<file path="config.mk">
export PLATFORM = sky130hd
export DESIGN_NAME = piecewise_linear_calibration_top
export DESIGN_NICKNAME = d
export VERILOG_FILES = /design/src/hw/rtl/plc_pkg.sv /design/src/hw/rtl/plc_seg_mem.sv /design/src/hw/rtl/plc_mul.sv /design/src/hw/rtl/plc_div.sv /design/src/hw/rtl/piecewise_linear_calibration_top.sv
export SDC_FILE = /design/constraint.sdc
export NUM_CORES = 2
export LEC_CHECK = 0
export BUFFER_PORTS_ARGS = -buffer_cell sky130_fd_sc_hd__buf_2
export CAP_MARGIN = 5
export CELL_PAD_IN_SITES_DETAIL_PLACEMENT = 1
export CELL_PAD_IN_SITES_GLOBAL_PLACEMENT = 2
export CORE_ASPECT_RATIO = 0.5
export CORE_MARGIN = 2
export CORE_UTILIZATION = 40
export CTS_CLUSTER_SIZE = 10
export DETAILED_ROUTE_END_ITERATION = 8
export PLACE_DENSITY = 0.68
export SLEW_MARGIN = 40
export SYNTH_ARGS = -nofsm -noshare
export SYNTH_HDL_FRONTEND = slang
export SYNTH_SLANG_ARGS = --single-unit
</file>
<file path="constraint.sdc">
create_clock -name clock -period 21.8 [get_ports clock]
set_input_delay 0 -clock clock [delete_from_list [all_inputs] [get_ports clock]]
set_output_delay 0 -clock clock [all_outputs]
set_load 0.005 [all_outputs]
</file>
<file path="src/hw/rtl/plc_pkg.sv">
// types, constants and codes shared by the piecewise linear calibration block
package plc_pkg;

   localparam int SEGMENTS  = 16;
   localparam int SEG_IDX_W = $clog2(SEGMENTS);
   localparam int SEG_CNT_W = $clog2(SEGMENTS + 1);

   localparam int CSR_IDX_W  = 1;
   localparam int CSR_DATA_W = 5;

   localparam logic [CSR_IDX_W-1:0] CSR_CAL_DEFINED = 1'd0;
   localparam logic [CSR_IDX_W-1:0] CSR_SEG_IN_USE  = 1'd1;

   localparam logic FUNC_WRITE   = 1'b0;
   localparam logic FUNC_CONVERT = 1'b1;

   // product, quotient and interpolation widths
   localparam int PROD_W  = 64;
   localparam int QUO_W   = 33;
   localparam int BASE_W  = 35;
   localparam int DIV_STEPS = QUO_W;
   localparam int DIV_CNT_W = $clog2(DIV_STEPS + 1);

   typedef enum logic [1:0] {
      STAT_OK     = 2'd0,
      STAT_UNDEF  = 2'd1,
      STAT_NO_SEG = 2'd2,
      STAT_ZERO_W = 2'd3
   } status_type;

   typedef struct packed {
      logic                      func;
      logic [3:0]                segment_index;
      logic signed [31:0]        seg_low_raw;
      logic signed [31:0]        seg_high_raw;
      logic signed [31:0]        seg_low_eng;
      logic signed [31:0]        seg_high_eng;
      logic signed [31:0]        raw_sample;
   } req_type;

   typedef struct packed {
      logic signed [31:0]        eng_value;
      status_type                status;
   } rsp_type;

   typedef struct packed {
      logic signed [31:0]        low_raw;
      logic signed [31:0]        upper_raw;
      logic signed [31:0]        low_eng;
      logic signed [31:0]        upper_eng;
   } seg_type;

   typedef enum logic [3:0] {
      ST_IDLE,
      ST_WRITE,
      ST_READ,
      ST_CHECK,
      ST_PREP,
      ST_ABS,
      ST_MUL,
      ST_DIV,
      ST_FIX,
      ST_SAT,
      ST_DONE
   } state_type;

endpackage

</file>
<file path="src/hw/rtl/plc_seg_mem.sv">
// segment table memory, one write port and one registered read port
module plc_seg_mem
   import plc_pkg::*;
(
   input  logic                 clock,
   input  logic                 wr_en,
   input  logic [SEG_IDX_W-1:0] wr_addr,
   input  seg_type              wr_data,
   input  logic [SEG_IDX_W-1:0] rd_addr,
   output seg_type              rd_data
);

   seg_type mem [SEGMENTS];
   seg_type rd_data_ff;

   always_ff @(posedge clock) begin
      if (wr_en) begin
         mem[wr_addr] <= wr_data;
      end
      rd_data_ff <= mem[rd_addr];
   end

   assign rd_data = rd_data_ff;

endmodule

</file>
<file path="src/hw/rtl/plc_mul.sv">
// 32 x 33 unsigned multiplier built from two 16-bit partial products
module plc_mul
   import plc_pkg::*;
(
   input  logic              clock,
   input  logic              reset,
   input  logic              start,
   input  logic [31:0]       a,
   input  logic [32:0]       b,
   output logic              done,
   output logic [PROD_W-1:0] prod
);

   logic [31:0]       a_ff;
   logic [32:0]       b_ff;
   logic [48:0]       pp_ff;
   logic [PROD_W-1:0] acc_ff;
   logic [1:0]        step_ff;
   logic [1:0]        step_in;
   logic              run_ff;
   logic              run_in;
   logic              done_ff;
   logic              done_in;
   logic [15:0]       a_half;

   assign a_half = (step_ff == 2'd0) ? a_ff[15:0] : a_ff[31:16];

   always_comb begin
      step_in = step_ff;
      run_in  = run_ff;
      done_in = 1'b0;
      if (start) begin
         step_in = 2'd0;
         run_in  = 1'b1;
      end else if (run_ff) begin
         step_in = step_ff + 2'd1;
         if (step_ff == 2'd2) begin
            run_in  = 1'b0;
            done_in = 1'b1;
         end
      end
   end

   always_ff @(posedge clock) begin
      if (reset) begin
         step_ff <= 2'd0;
         run_ff  <= 1'b0;
         done_ff <= 1'b0;
      end else begin
         step_ff <= step_in;
         run_ff  <= run_in;
         done_ff <= done_in;
      end
   end

   always_ff @(posedge clock) begin
      if (start) begin
         a_ff <= a;
         b_ff <= b;
      end else if (run_ff) begin
         case (step_ff)
            2'd0: begin
               pp_ff <= a_half * b_ff;
            end
            2'd1: begin
               acc_ff <= {15'd0, pp_ff};
               pp_ff  <= a_half * b_ff;
            end
            default: begin
               acc_ff <= acc_ff + {pp_ff[47:0], 16'd0};
            end
         endcase
      end
   end

   assign done = done_ff;
   assign prod = acc_ff;

endmodule

</file>
<file path="src/hw/rtl/plc_div.sv">
// restoring divider, one quotient bit a cycle; quotient known to fit 33 bits
module plc_div
   import plc_pkg::*;
(
   input  logic              clock,
   input  logic              reset,
   input  logic              start,
   input  logic [PROD_W-1:0] num,
   input  logic [31:0]       den,
   output logic              done,
   output logic [QUO_W-1:0]  quo,
   output logic              rem_nz
);

   logic [31:0]          rem_ff;
   logic [QUO_W-1:0]     quo_ff;
   logic [31:0]          den_ff;
   logic [DIV_CNT_W-1:0] cnt_ff;
   logic [DIV_CNT_W-1:0] cnt_in;
   logic                 run_ff;
   logic                 run_in;
   logic                 done_ff;
   logic                 done_in;
   logic [32:0]          shifted;
   logic [33:0]          diff;
   logic                 ge;

   assign shifted = {rem_ff, quo_ff[QUO_W-1]};
   assign diff    = {1'b0, shifted} - {2'b00, den_ff};
   assign ge      = ~diff[33];

   always_comb begin
      cnt_in  = cnt_ff;
      run_in  = run_ff;
      done_in = 1'b0;
      if (start) begin
         cnt_in = DIV_CNT_W'(DIV_STEPS);
         run_in = 1'b1;
      end else if (run_ff) begin
         cnt_in = cnt_ff - DIV_CNT_W'(1);
         if (cnt_ff == DIV_CNT_W'(1)) begin
            run_in  = 1'b0;
            done_in = 1'b1;
         end
      end
   end

   always_ff @(posedge clock) begin
      if (reset) begin
         cnt_ff  <= '0;
         run_ff  <= 1'b0;
         done_ff <= 1'b0;
      end else begin
         cnt_ff  <= cnt_in;
         run_ff  <= run_in;
         done_ff <= done_in;
      end
   end

   // high numerator bits start as the partial remainder, already below den
   always_ff @(posedge clock) begin
      if (start) begin
         rem_ff <= {1'b0, num[PROD_W-1:QUO_W]};
         quo_ff <= num[QUO_W-1:0];
         den_ff <= den;
      end else if (run_ff) begin
         rem_ff <= ge ? diff[31:0] : shifted[31:0];
         quo_ff <= {quo_ff[QUO_W-2:0], ge};
      end
   end

   assign done   = done_ff;
   assign quo    = quo_ff;
   assign rem_nz = |rem_ff;

endmodule

</file>
<file path="src/hw/rtl/piecewise_linear_calibration_top.sv">
// top level of the piecewise linear calibration block: control and datapath
//
// Converts signed raw telemetry to signed Q16.16 engineering units through a
// table of up to 16 segments held in a single-port-write, registered-read
// memory. A write item (func 0) stores one segment and answers 0 / ok.
// A convert item (func 1) scans slots 0 to segments_in_use-1 in order,
// each slot through an address state, then a registered-data state, and
// takes the first slot whose raw bounds hold the sample. A zero-width
// covering segment answers with its zero-width status; any other goes
// through offset and slope prep, a 32x33 multiply as two 16-bit partial
// products, a restoring divider giving one quotient bit a cycle and
// rounding toward zero plus saturation. The divider takes the largest share
// of a conversion. Undefined calibration or an empty table answers without
// a scan. One item is in work at a time; the result sits in an output
// register, so a new item is taken while it waits. The user must write config
// registers via csr_we / csr_index / csr_wdata only while idle; not enforced.
module piecewise_linear_calibration_top
   import plc_pkg::*;
(
   input  logic                  clock,
   input  logic                  reset,

   input  logic                  req_valid,
   output logic                  req_ready,
   input  req_type               req_data,

   output logic                  rsp_valid,
   input  logic                  rsp_ready,
   output rsp_type               rsp_data,

   input  logic                  csr_we,
   input  logic [CSR_IDX_W-1:0]  csr_index,
   input  logic [CSR_DATA_W-1:0] csr_wdata
);

   // config registers
   logic                 cal_defined_ff;
   logic [SEG_CNT_W-1:0] seg_in_use_ff;
   logic [SEG_CNT_W-1:0] n_eff;

   // control
   state_type            state_ff;
   state_type            state_in;
   logic                 rsp_valid_ff;
   logic                 rsp_valid_in;

   // datapath registers
   req_type              req_ff;
   req_type              req_in;
   logic [SEG_CNT_W-1:0] idx_ff;
   logic [SEG_CNT_W-1:0] idx_in;
   seg_type              seg_ff;
   seg_type              seg_in;
   logic [31:0]          dr_ff;
   logic [31:0]          dr_in;
   logic [31:0]          off_ff;
   logic [31:0]          off_in;
   logic signed [32:0]   de_ff;
   logic signed [32:0]   de_in;
   logic                 neg_ff;
   logic                 neg_in;
   logic signed [BASE_W-1:0] base_ff;
   logic signed [BASE_W-1:0] base_in;
   logic signed [BASE_W-1:0] adj_ff;
   logic signed [BASE_W-1:0] adj_in;
   logic signed [31:0]   eng_ff;
   logic signed [31:0]   eng_in;
   status_type           stat_ff;
   status_type           stat_in;
   rsp_type              rsp_ff;

   // memory and units
   logic                 mem_we;
   seg_type              mem_rd;
   logic                 mul_start;
   logic                 mul_done;
   logic [PROD_W-1:0]    mul_prod;
   logic [32:0]          mag;
   logic                 div_start;
   logic                 div_done;
   logic [QUO_W-1:0]     div_quo;
   logic                 div_rem_nz;

   // helpers
   logic                 covers;
   logic [SEG_CNT_W-1:0] idx_next;
   logic                 out_load;
   logic signed [32:0]   dr_full;
   logic signed [32:0]   off_full;
   logic signed [BASE_W-1:0] le_ext;
   logic signed [BASE_W-1:0] q_ext;

   localparam logic signed [BASE_W-1:0] ENG_MAX = BASE_W'(64'sd2147483647);
   localparam logic signed [BASE_W-1:0] ENG_MIN = BASE_W'(-64'sd2147483648);

   // a count beyond the table is clamped to the table size
   assign n_eff = (seg_in_use_ff > SEG_CNT_W'(SEGMENTS)) ? SEG_CNT_W'(SEGMENTS)
                                                          : seg_in_use_ff;

   assign covers   = (mem_rd.low_raw <= req_ff.raw_sample) &&
                     (req_ff.raw_sample <= mem_rd.upper_raw);
   assign idx_next = idx_ff + SEG_CNT_W'(1);

   assign dr_full  = {seg_ff.upper_raw[31], seg_ff.upper_raw} -
                     {seg_ff.low_raw[31], seg_ff.low_raw};
   assign off_full = {req_ff.raw_sample[31], req_ff.raw_sample} -
                     {seg_ff.low_raw[31], seg_ff.low_raw};
   assign mag      = de_ff[32] ? 33'(-de_ff) : 33'(de_ff);
   assign le_ext   = BASE_W'(seg_ff.low_eng);
   assign q_ext    = BASE_W'({2'b00, div_quo});

   plc_seg_mem u_seg_mem (
      .clock   (clock),
      .wr_en   (mem_we),
      .wr_addr (req_ff.segment_index),
      .wr_data ({req_ff.seg_low_raw, req_ff.seg_high_raw,
                 req_ff.seg_low_eng, req_ff.seg_high_eng}),
      .rd_addr (idx_ff[SEG_IDX_W-1:0]),
      .rd_data (mem_rd)
   );

   plc_mul u_mul (
      .clock (clock),
      .reset (reset),
      .start (mul_start),
      .a     (off_ff),
      .b     (mag),
      .done  (mul_done),
      .prod  (mul_prod)
   );

   plc_div u_div (
      .clock  (clock),
      .reset  (reset),
      .start  (div_start),
      .num    (mul_prod),
      .den    (dr_ff),
      .done   (div_done),
      .quo    (div_quo),
      .rem_nz (div_rem_nz)
   );

   // next state
   always_comb begin
      state_in = state_ff;
      case (state_ff)
         ST_IDLE: begin
            if (req_valid) begin
               if (req_data.func == FUNC_WRITE) begin
                  state_in = ST_WRITE;
               end else if (!cal_defined_ff || n_eff == '0) begin
                  state_in = ST_DONE;
               end else begin
                  state_in = ST_READ;
               end
            end
         end
         ST_WRITE: state_in = ST_DONE;
         ST_READ:  state_in = ST_CHECK;
         ST_CHECK: begin
            if (covers) begin
               state_in = (mem_rd.low_raw == mem_rd.upper_raw) ? ST_DONE : ST_PREP;
            end else if (idx_next == n_eff) begin
               state_in = ST_DONE;
            end else begin
               state_in = ST_READ;
            end
         end
         ST_PREP:  state_in = ST_ABS;
         ST_ABS:   state_in = ST_MUL;
         ST_MUL: begin
            if (mul_done) begin
               state_in = ST_DIV;
            end
         end
         ST_DIV: begin
            if (div_done) begin
               state_in = ST_FIX;
            end
         end
         ST_FIX:   state_in = ST_SAT;
         ST_SAT:   state_in = ST_DONE;
         ST_DONE: begin
            if (out_load) begin
               state_in = ST_IDLE;
            end
         end
         default:  state_in = ST_IDLE;
      endcase
   end

   // outputs and datapath updates
   always_comb begin
      req_ready = 1'b0;
      mem_we    = 1'b0;
      mul_start = 1'b0;
      div_start = 1'b0;
      out_load  = 1'b0;
      req_in    = req_ff;
      idx_in    = idx_ff;
      seg_in    = seg_ff;
      dr_in     = dr_ff;
      off_in    = off_ff;
      de_in     = de_ff;
      neg_in    = neg_ff;
      base_in   = base_ff;
      adj_in    = adj_ff;
      eng_in    = eng_ff;
      stat_in   = stat_ff;
      case (state_ff)
         ST_IDLE: begin
            req_ready = 1'b1;
            if (req_valid) begin
               req_in = req_data;
               idx_in = '0;
               eng_in = '0;
               // undefined calibration wins over an empty table
               if (req_data.func == FUNC_WRITE) begin
                  stat_in = STAT_OK;
               end else if (!cal_defined_ff) begin
                  stat_in = STAT_UNDEF;
               end else if (n_eff == '0) begin
                  stat_in = STAT_NO_SEG;
               end else begin
                  stat_in = STAT_OK;
               end
            end
         end
         ST_WRITE: begin
            mem_we = 1'b1;
         end
         ST_CHECK: begin
            if (covers) begin
               seg_in = mem_rd;
               if (mem_rd.low_raw == mem_rd.upper_raw) begin
                  stat_in = STAT_ZERO_W;
               end
            end else begin
               idx_in = idx_next;
               if (idx_next == n_eff) begin
                  stat_in = STAT_NO_SEG;
               end
            end
         end
         ST_PREP: begin
            dr_in  = dr_full[31:0];
            off_in = off_full[31:0];
            de_in  = {seg_ff.upper_eng[31], seg_ff.upper_eng} -
                     {seg_ff.low_eng[31], seg_ff.low_eng};
         end
         ST_ABS: begin
            neg_in    = de_ff[32];
            mul_start = 1'b1;
         end
         ST_MUL: begin
            div_start = mul_done;
         end
         ST_DIV: begin
            if (div_done) begin
               base_in = neg_ff ? (le_ext - q_ext) : (le_ext + q_ext);
            end
         end
         ST_FIX: begin
            // truncate toward zero when the division was inexact
            if (div_rem_nz && !neg_ff && base_ff < 0) begin
               adj_in = base_ff + BASE_W'(1);
            end else if (div_rem_nz && neg_ff && base_ff > 0) begin
               adj_in = base_ff - BASE_W'(1);
            end else begin
               adj_in = base_ff;
            end
         end
         ST_SAT: begin
            if (adj_ff > ENG_MAX) begin
               eng_in = 32'sh7fffffff;
            end else if (adj_ff < ENG_MIN) begin
               eng_in = 32'sh80000000;
            end else begin
               eng_in = adj_ff[31:0];
            end
         end
         ST_DONE: begin
            out_load = !rsp_valid_ff || rsp_ready;
         end
         default: begin
            req_ready = 1'b0;
         end
      endcase
   end

   // output register valid: load wins, a taken item clears it
   always_comb begin
      rsp_valid_in = rsp_valid_ff;
      if (out_load) begin
         rsp_valid_in = 1'b1;
      end else if (rsp_ready) begin
         rsp_valid_in = 1'b0;
      end
   end

   always_ff @(posedge clock) begin
      if (reset) begin
         state_ff       <= ST_IDLE;
         rsp_valid_ff   <= 1'b0;
         cal_defined_ff <= 1'b0;
         seg_in_use_ff  <= '0;
      end else begin
         state_ff     <= state_in;
         rsp_valid_ff <= rsp_valid_in;
         if (csr_we) begin
            case (csr_index)
               CSR_CAL_DEFINED: cal_defined_ff <= csr_wdata[0];
               CSR_SEG_IN_USE:  seg_in_use_ff  <= csr_wdata[SEG_CNT_W-1:0];
               default:         cal_defined_ff <= cal_defined_ff;
            endcase
         end
      end
   end

   // payload registers, no reset needed
   always_ff @(posedge clock) begin
      req_ff  <= req_in;
      idx_ff  <= idx_in;
      seg_ff  <= seg_in;
      dr_ff   <= dr_in;
      off_ff  <= off_in;
      de_ff   <= de_in;
      neg_ff  <= neg_in;
      base_ff <= base_in;
      adj_ff  <= adj_in;
      eng_ff  <= eng_in;
      stat_ff <= stat_in;
      if (out_load) begin
         rsp_ff.eng_value <= eng_ff;
         rsp_ff.status    <= stat_ff;
      end
   end

   assign rsp_valid = rsp_valid_ff;
   assign rsp_data  = rsp_ff;

endmodule

</file>
# Yosys cells after proc, flatten, opt, wreduce, memory -nomap -nowiden
# Memories as Yosys holds them, arrays and structs flattened. A register that Yosys moved wholly into a read port is not among the register bits.
# Cells that the tools add are included.
# word_totals
reg_bits	831
mem_bits_rw	2048
inputBits	176
out_inout_bits	36
wordCells	182
n_memories	1
# mem_list
name	depth	width	rd	rd_ports_with_merged_regs	wr	line_no	rtl
u_seg_mem.mem	16	128	1	1	1	plc_seg_mem.sv:13	seg_type mem [SEGMENTS];
# classes
n_addsub	13
n_mul	1
magnitude_cmp	7
eq_ne	22
muxes	56
n_bitwise	6
n_reduce_logical	35
# ops
cell	count
$mux W32	5
$pmux W64 S2	1
$mux W35	3
$mux W33	2
$add A64 B64 Y64	1
$le A32 B32 Y1	2
$pmux W32 S2	1
$sub A32 B32 Y32	2
$mux W31	2
$mul A16 B33 Y49	1
$pmux W4 S10	1
$mux W4	9
$add A32 B34 Y35	1
$add A35 B2 Y35 const B	1
$gt A35 B1 Y1 const B	1
$gt A35 B32 Y1 const B	1
$lt A35 B1 Y1 const B	1
$lt A35 B32 Y1 const B	1
$sub A32 B34 Y35	1
$sub A35 B2 Y35 const B	1
$sub A33 B32 Y34	1
$neg A33 Y33	1
$sub A32 B32 Y33	1
$eq A32 B32 Y1	1
other kinds (36)	98

# Longest topological paths before layout
# logic_depth
depth_word	8
depth_mapped	31
depth_no_buf	27

# Hierarchy
# A second synthesis with hierarchy kept.
# unflattened
cells_unflattened	8882
hier_area_um2	139383.7
# by_module_without_submodules
module	n_inst	cells_per_inst	area_per_inst_um2	seq_area_each_um2
plc_seg_mem	1	3365	79331.1	64061.4
piecewise_linear_calibration_top	1	2250	27860.5	16225.6
plc_mul	1	2698	25914.9	5425.2
plc_div	1	569	6277.3	3062.9

# Worst setup path after synthesis
# No wires, ideal clock.
# synth_path
kind	register to register
startpoint	reg state_ff[2]
endpoint	mem u_seg_mem.mem[0][0] (netlist name), enable pin
setup_ns	0.772
t_arrival_ns	9.887
required_ns	21.028
setup_slack_ns	11.141
stages_incl_launch_ff	6
n_path_buf	0
period_less_slack_ns	10.659
path_cell_list	dfxtp_1 > or2_2 > nor2_1 > nand2_1 > or3_1 > nor3_1
# synth_via
elab_chain_len	4
# synth_lines
element	line_no	rtl
start, declared	piecewise_linear_calibration_top.sv:42	state_type state_ff;
start signal, assigned	piecewise_linear_calibration_top.sv:308	state_ff <= state_in;
$eq A4 B1 Y1	piecewise_linear_calibration_top.sv:210	case (state_ff)
$mux W1	piecewise_linear_calibration_top.sv:210	
$mux W1	plc_seg_mem.sv:17	if (wr_en) begin
$mux W1 (implied by the code)	plc_seg_mem.sv:18	mem[wr_addr] <= wr_data;
end, declared	plc_seg_mem.sv:13	
# Every way passes these cells.

# Final worst setup path
# layout_path
startpoint	reg u_mul.step_ff[0]
endpoint	reg u_mul.pp_ff[47] (data pin)
# layout_via
elab_chain_len	3
# layout_lines
element	line_no	rtl
start, declared	plc_mul.sv:18	logic [1:0] step_ff;
start signal, assigned	plc_mul.sv:50	step_ff <= step_in;
$logic_not A2 Y1	plc_mul.sv:26, plc_mul.sv:61	
$mux W16	plc_mul.sv:26	assign a_half = (step_ff == 2'd0) ? a_ff[15:0] : a_ff[31:16];
$mul A16 B33 Y49	plc_mul.sv:63, plc_mul.sv:67	
end signal, assigned	plc_mul.sv:63	pp_ff <= a_half * b_ff;
end signal, assigned	plc_mul.sv:67	pp_ff <= a_half * b_ff;
end, declared	plc_mul.sv:16	logic [48:0] pp_ff;
# Every way passes these cells.
# A chain may end at the register's enable or synchronous reset.

==> flow_summary.yaml <==
status:
  status: "complete, no violations"
critical_path:
  cp_max_fo: 33
  rr_startpoint: "u_mul.step_ff[0]"
  critPathBufInv: 7
  cp.depth: 26
  cp_top_family: "adder cells"
  reg2reg_depth: 26
  reg2reg_to: "u_mul.pp_ff[47]"
  r2r_slack_ps: 13200
  crit_path_start: "u_mul.step_ff[0]"
  startpoint_type: "register"
  crit_required_ps: 22390
  max_stage_delay_ps: 640
  slowest_stage: "o41ai_1"
  cp-end-kind: "register"
  criticalPathCategory: "reg -> reg"
  crit_path_end: "u_mul.pp_ff[47]"
  timing.critical_path.arrival_ps: 9190
sta:
  hold_viol_final: 0
  finalCritPeriodShare_pct: 39.4
  final-setup-viol-count: 0
  period_needed_ps: 8600
  finalClockSkew_ps: 85.3
  worst_slack_ps: 13200
  final.setup.tns_ps: 0
  relSlewSlack_pct: 39.0
  maxClockFrequency_ghz: 0.116
  worst_pin_slew_ps: 915
  final_max_slew_viol_count: 0
  holdWs_ps: 91.5
  rsz0062_at_grt: "no"
clock_tree:
  clk_latency_ps: 930
  cts_setup_buffers: 0
  clock-root-buffer: "clkbuf_16"
  cts.sinks: 3007
  cts_tree: "yes"
  clock_path_buffers: 4
  cts_buffers: 347
  h-tree-depth: 5
  cts.clk_slew.worst_paths_ps: 60
  cts-resized-gates: 0
yosys:
  yosysTopAreaCell: "edfxtp_1"
  synth-simple-area-share_pct: 5.70
  yosys_warnings: 0
  synth_common_cells: "2855 x edfxtp_1, 714 x inv_1, 640 x mux4_2"
  synth.most_common_cell: "edfxtp_1"
  ys_seq_area_share_pct: 64.2
  synth-compound-area-share_pct: 4.40
  ys_types: 88
  synth_top_family_by_area: "multiplexers"
  ys_ff_latch: 3007
  synth_top_area_share_pct: 62.0
  syn_inst: 8476
  synthTopCellsByArea: "edfxtp_1 62%, mux4_2 10%, fa_1 6.3%"
  yosys.area_share.adder_pct: 9.98
  syn_area_um2: 138000
  ys.flop_type: "edfxtp_1"
  syn_nets: 9492
  synth_xor_area_share_pct: 2.19
  muxShareOfSynthArea_pct: 10.7
  async_reset_ff_share_pct: 0
  avgSynthCellArea_um2: 16.3
  synth_edf_count: 2855
floorplan:
  num_rows: 152
  die-area_um2: 351000
  die_y_um: 420
  coreArea_um2: 343000
  die_w_um: 835
  start_util_pct: 40.2
  io_pins: 212
flow_run:
  max_cap_violations: 0
placed_design:
  dp_hpwl_um: 253000
  io_buffers: 211
  gp_congestion: 0.828
  pre_cts_ws_ps: 12940
routing:
  wl_per_cell_um: 27.7
  drc: 0
  num_vias: 76600
  drtIter0Drc: 6791
  routed_via_density: 5.43
  finalWirelength_um: 390000
  ant_nets: 0
  dr.pass1.iters: 5
hold_path:
  hold_class: "in -> reg"
  hold_start: "req_data[164]"
global_routing:
  antenna_found_initial: 47
  grt_overflow: 0
  grtUsageTotal_pct: 22.1
  first_global_vias: 80500
  grt_pass1_wl_um: 569000
  grt_max_degree: 122
power:
  p_per_area_nw_per_um2: 101
  peakVddDrop_uv: 70.9
  p_leak_uw: 0.0560
  p_total_uw: 16000
finish:
  fin_nets: 10300
  fill_cells: 33200
  drive_gt1_share_pct: 15.7
  syn2layout_area_growth_pct: 15.4
## metrics by stage
stage | cell area, um2 | util (%) | std cells
floorplan | 138000 | - | 8476
global placement | 145000 | 42.3 | 13100
detailed placement | 146000 | 42.4 | 13100
CTS | 159000 | 46.4 | 14100
global route | 159000 | 46.4 | 14100
finish | 159000 | 46.4 | 14100
## metal layers
| metal | vias up | track usage (%) | wire length (um) |
|---|---|---|---|
| li1 | 33400 | - | - |
| met1 | 40700 | 33.2 | 183000 |
| met2 | 2022 | 34.9 | 180000 |
| met3 | 439 | 2.95 | 20400 |
| met4 | 6 | 4.33 | 7190 |
| met5 | - | 0 | 38 |
## cell type report
cell class / count / area (um2) / share of cell area [%]
flip-flops and latches: 3007 / 88800 / 55.7
multi-input cells: 4446 / 45800 / 28.7
clock buffers: 538 / 9490 / 5.95
repair buffers: 721 / 6460 / 4.05
well taps: 4620 / 5780 / 3.62
inverters: 714 / 2690 / 1.69
clock inverters: 30 / 399 / 0.250
diodes: 20 / 50.0 / 0.0314
## tightest hold or removal path: cells and delay by family
kind	cells	cell delay, ps
AOI/OAI and AO/OA	1	170
buffers and inverters	2	670
## flip-flops by register name, summed over array words and instances, names as in the netlist, 4 cells and up
| register | cells |
|---|---|
| adj_ff | 35 |
| base_ff | 35 |
| de_ff | 33 |
| dr_ff | 32 |
| eng_ff | 32 |
| idx_ff | 5 |
| le_ext | 32 |
| off_ff | 32 |
| req_ff | 164 |
| rsp_data | 34 |
| seg_ff | 96 |
| seg_in_use_ff | 5 |
| state_ff | 4 |
| u_div.cnt_ff | 6 |
| u_div.den_ff | 32 |
| u_div.quo | 33 |
| u_div.rem_ff | 32 |
| u_mul.a_ff | 32 |
| u_mul.b_ff | 33 |
| u_mul.pp_ff | 49 |
| u_mul.prod | 64 |
| u_seg_mem.mem | 2048 |
| u_seg_mem.rd_data | 128 |
## where the power goes
part           switching, uW  total (uW)  internal (uW)  leakage, uW
sequential               609        7660           7050       0.0270
clock                   2280        5260           2980      0.00474
combinational           1780        3120           1340       0.0243
## cell families after synthesis
logic type,Yosys count
AO/OA/AOI/OAI,949
XOR/XNOR,345
adder cells (fa/ha/maj),840
buffers and inverters,1023
flip-flops,3007
multiplexers,677
AND/OR/NAND/NOR,1635
## cell usage in the layout, fill, tap and decap left out, drive strengths merged, types with 97 or more instances in the layout
| cell type | count |
|---|---|
| edfxtp | 2855 |
| clkbuf | 538 |
| fa | 438 |
| nor2 | 269 |
| a21o | 153 |
| xnor2 | 269 |
| a21oi | 269 |
| and2 | 248 |
| inv | 726 |
| ha | 402 |
| buf | 363 |
| o21ai | 182 |
| nand3 | 97 |
| dlygate4sd3 | 358 |
| dfxtp | 152 |
| nand2 | 635 |
| mux4 | 640 |
## timing repair
action	in CTS	in global routing
hold endpoints to repair	196	0
hold buffers	358	0
endpoints found under the setup margin	0	0
## worst min-delay path by stage
| stage | end | cells after the start |
|---|---|---|
| global route | stat_ff[0] | 3 |
| finish | stat_ff[0] | 3 |
| detailed placement | req_ff[40] | 1 |
| global placement | req_ff[40] | 1 |
| floorplan | u_div.done | 1 |
| CTS | stat_ff[0] | 3 |
No activity file was read; power rests on OpenSTA's default activity.
